[config.mk]
export PLATFORM = sky130hd
export DESIGN_NAME = mfs_ram
export DESIGN_NICKNAME = d
export VERILOG_FILES = /design/src/mfs_ram.sv
export SDC_FILE = /design/constraint.sdc
export NUM_CORES = 1
export LEC_CHECK = 0
export ABC_AREA = 1
export BUFFER_PORTS_ARGS = -buffer_cell sky130_fd_sc_hd__buf_2
export CAP_MARGIN = 20
export CORE_ASPECT_RATIO = 0.7
export CORE_MARGIN = 4
export CORE_UTILIZATION = 30
export DETAILED_ROUTE_END_ITERATION = 16
export HOLD_SLACK_MARGIN = 0.12
export PLACE_DENSITY = 0.53
export SYNTH_ARGS = -nofsm -noshare
export SYNTH_HDL_FRONTEND = slang
export SYNTH_SLANG_ARGS = --single-unit
[constraint.sdc]
create_clock -name clock -period 2.28 [get_ports clock]
set_input_delay 0.456 -clock clock [delete_from_list [all_inputs] [get_ports clock]]
set_output_delay 0.456 -clock clock [all_outputs]
set_load 0.02 [all_outputs]
[src/mfs_ram.sv]
// Generic simple dual-port RAM with registered read.
module mfs_ram #(
   parameter int DATA_W = 8,
   parameter int DEPTH  = 64
) (
   input  logic                     clock,
   input  logic                     wr_en,
   input  logic [$clog2(DEPTH)-1:0] wr_addr,
   input  logic [DATA_W-1:0]        wr_data,
   input  logic                     rd_en,
   input  logic [$clog2(DEPTH)-1:0] rd_addr,
   output logic [DATA_W-1:0]        rd_data
);

   logic [DATA_W-1:0] mem [DEPTH];

   always_ff @(posedge clock) begin
      if (wr_en) begin
         mem[wr_addr] <= wr_data;
      end
      if (rd_en) begin
         rd_data <= mem[rd_addr];
      end
   end

endmodule

==> results.py <==
metrics = {
    "status": {
        "outcome": "completed",
    },
    "critical_path": {
        "timing.critical_path.cells": "buf_2",
        "timing.critical_path.slowest_stage_cell": "sky130_fd_sc_hd__edfxtp_1",
        "critPathMaxStageDelay_ns": 0.50,
        "worst_path_required_time_ns": 1.82,
        "critical_path_class": "reg2out",
        "worstSetupStartpointType": "register",
        "worst-endpoint-arrival_ns": 1.28,
        "crit_path_end_kind": "output port",
        "crit_path_max_fanout": 1,
        "cpLargestDelayFamily": "flip-flops",
        "cp.buffers_inverters": 1,
    },
    "power": {
        "p_clk_frac": 0.404,
        "total_switching_power_w": 0.00446,
        "power.share.sequential": 0.529,
        "power_switching_share": 0.222,
        "vdd_ir_drop_max_v": 0.000598,
        "logic_pwr_share": 0.067,
        "internal-power_w": 0.0156,
        "total_leakage_power_nw": 8.85,
        "power_density_nw_per_um2": 815,
    },
    "global_routing": {
        "number_of_antenna_violations_at_the_first_check_in_global_routing": 4,
        "global_route_wire_length_before_repair_um": 86500,
        "grt_pass1_vias": 13200,
        "gr-usage-all-layers": 0.150,
        "pin_count_of_the_biggest_net_entering_global_routing": 65,
        "gr-total-overflow": 0,
    },
    "run": {
        "max_cap_viol_count": 0,
    },
    "route": {
        "drt_pass1_iterations": 5,
        "wirelength_routed_um": 57400,
        "route.detailed.drc": 0,
        "antenna_left": 0,
        "count_of_vias_placed_by_the_detailed_router": 14000,
        "routed_wirelength_normalized_by_instance_count_um": 19.9,
        "vias_per_cell": 4.86,
        "drt-initial-drc-count": 1511,
    },
    "clock_tree": {
        "cts_tree": "built",
        "cts-root-to-sink-buffers": 3,
        "clk-insertion-delay-late_ns": 0.57,
        "cts_post_setup_buffers_inserted": 0,
        "cts.sinks": 520,
        "cts.hold.buffers_added": 0,
        "numCtsBuffers": 48,
        "clkTransAtPathRegs_ns": 0.07,
        "post_cts_resized": 0,
        "htreeDepth": 2,
        "clockRootBuffer": "sky130_fd_sc_hd__clkbuf_16",
    },
    "yosys": {
        "async_flop_share": 0,
        "synth-seq-cells": 520,
        "post_synth_inst_count": 1805,
        "ys_warn_count": 0,
        "synth.top_cells.by_area": "sky130_fd_sc_hd__edfxtp_1, sky130_fd_sc_hd__nand2_1, sky130_fd_sc_hd__nand3_1",
        "yosys-top-cells-count": "sky130_fd_sc_hd__nand2_1, sky130_fd_sc_hd__edfxtp_1, sky130_fd_sc_hd__nand3_1",
        "synth_flop_cell": "sky130_fd_sc_hd__edfxtp_1",
        "synth-edff-count": 520,
        "largest_area_contributor_in_the_synthesized_netlist": "sky130_fd_sc_hd__edfxtp_1",
        "synth_area_um2": 21400,
        "distinct_cell_type_count_of_the_synthesized_netlist": 15,
        "most_frequent_cell_after_synthesis": "sky130_fd_sc_hd__nand2_1",
        "mappedNetlistNets": 1828,
        "synth_area_per_cell_um2": 11.9,
        "ys_seq_area_frac": 0.729,
        "synth_top_area_share": 0.729,
    },
    "floorplan": {
        "floorplan.initialDensity": 0.305,
        "core.rowCount": 81,
        "floorplan.die.width_um": 327,
        "top_level_ports": 31,
        "fp.dieArea_um2": 75800,
        "die_y_um": 232,
        "fp.coreArea_um2": 70200,
    },
    "sta": {
        "timing_worst_slew_pin_value_ns": 0.817,
        "setup_tns_ns": 0,
        "fin_skew_ns": 0.0196,
        "rsz0062_at_grt": "false",
        "final_period_minus_worst_setup_slack_ns": 1.74,
        "final_hold_vios": 0,
        "slew_headroom": 0.455,
        "post-route-period-util": 0.764,
        "max_freq_ghz": 0.574,
        "finalSetupViolCount": 0,
        "slew_violations": 0,
    },
    "finish": {
        "flow.area_growth_from_synthesis_pct": 15.2,
        "nFillCells": 6866,
        "final_net_count": 1918,
        "share_of_cells_above_drive_strength_1": 0.113,
        "final-instance-count-excl-fill": 2881,
    },
    "worst_hold_path": {
        "hold_path_class": "in2reg",
    },
    "place": {
        "dp_cells": 2798,
        "gp_congestion": 0.810,
        "port_buffers": 30,
        "hpwl_um": 35100,
    },
}
registers in the layout, indices dropped and copies added, names as in the netlist:
| name | cells |
|---|---|
| mem | 512 |
| rd_data | 8 |
layer usage:
layer	share of wire	routed length [µm]	GRT usage
met5	0.00042	24	0
met4	0.013	762	0.0257
met3	0.080	4560	0.0283
met2	0.39	22600	0.204
met1	0.51	29500	0.245
cell families after synthesis:
logic type,after synthesis,share of synthesized area
and+or+nand+nor,1160,0.231
DFF,520,0.729
buffers and inverters,125,0.0401
cells in the final DEF, fill, tap and decap left out:
master and n:
sky130_fd_sc_hd__clkbuf_1 9, sky130_fd_sc_hd__clkbuf_8 1, sky130_fd_sc_hd__buf_12 19, sky130_fd_sc_hd__diode_2 2, sky130_fd_sc_hd__inv_1 9, sky130_fd_sc_hd__buf_2 28, sky130_fd_sc_hd__clkbuf_16 49, sky130_fd_sc_hd__nor2_1 56
sky130_fd_sc_hd__inv_6 1, sky130_fd_sc_hd__inv_4 1, sky130_fd_sc_hd__nand2_1 648, sky130_fd_sc_hd__nor4_1 8, sky130_fd_sc_hd__edfxtp_1 520, sky130_fd_sc_hd__nand4_1 9, sky130_fd_sc_hd__clkinv_2 5, sky130_fd_sc_hd__clkinv_1 10
sky130_fd_sc_hd__bufinv_16 7, sky130_fd_sc_hd__inv_2 1, sky130_fd_sc_hd__buf_4 105, sky130_fd_sc_hd__nand3_1 439
worst paths after layout:
kind | from | end | slack [ns] | depth (start not counted)
setup / recovery | rd_data[2] | rd_data[2] | 0.54 | 1
hold / removal | wr_data[0] | mem[21][0] | 0.23 | 1
setup reg to reg | mem[55][3] | rd_data[3] | 0.76 | 8
hold reg to reg | mem[6][3] | rd_data[3] | 0.91 | 8
cell type report:
type	instances	area, µm²	share of cell area
Tap cell	954	1190	0.0484
Antenna cell	2	5.00	0.000203
Timing Repair Buffer	153	1320	0.0536
Inverter	12	52.6	0.00213
Clock inverter	22	273	0.0111
Sequential cell	520	15600	0.633
Clock buffer	58	1260	0.0511
Multi-Input combinational cell	1160	4950	0.201
per-stage QoR:
stage / area [µm²] / hold WS, ns / total power [W] / util / setup slack (ns)
after detailed placement: 23100 / 0.846 / 0.0122 / 0.329 / 0.0778
after CTS: 24600 / 0.249 / 0.0203 / 0.351 / 0.543
after global placement: 23100 / 0.842 / 0.0122 / 0.329 / 0.107
after global routing: 24700 / 0.213 / 0.0208 / 0.351 / 0.536
final: 24700 / 0.230 / 0.0201 / 0.351 / 0.539
after floorplan: 21400 / 0.555 / 0.0116 / - / 0.0579
power groups by stage:
stage               sequential [W]  combinational, W  clock (W)
finish                      0.0106           0.00135    0.00813
global route                0.0106           0.00148    0.00873
CTS                         0.0106           0.00135    0.00830
detailed placement          0.0108           0.00135          0
global placement            0.0108           0.00133          0
floorplan                   0.0108          0.000744          0
(Power assumes the default switching activity.)
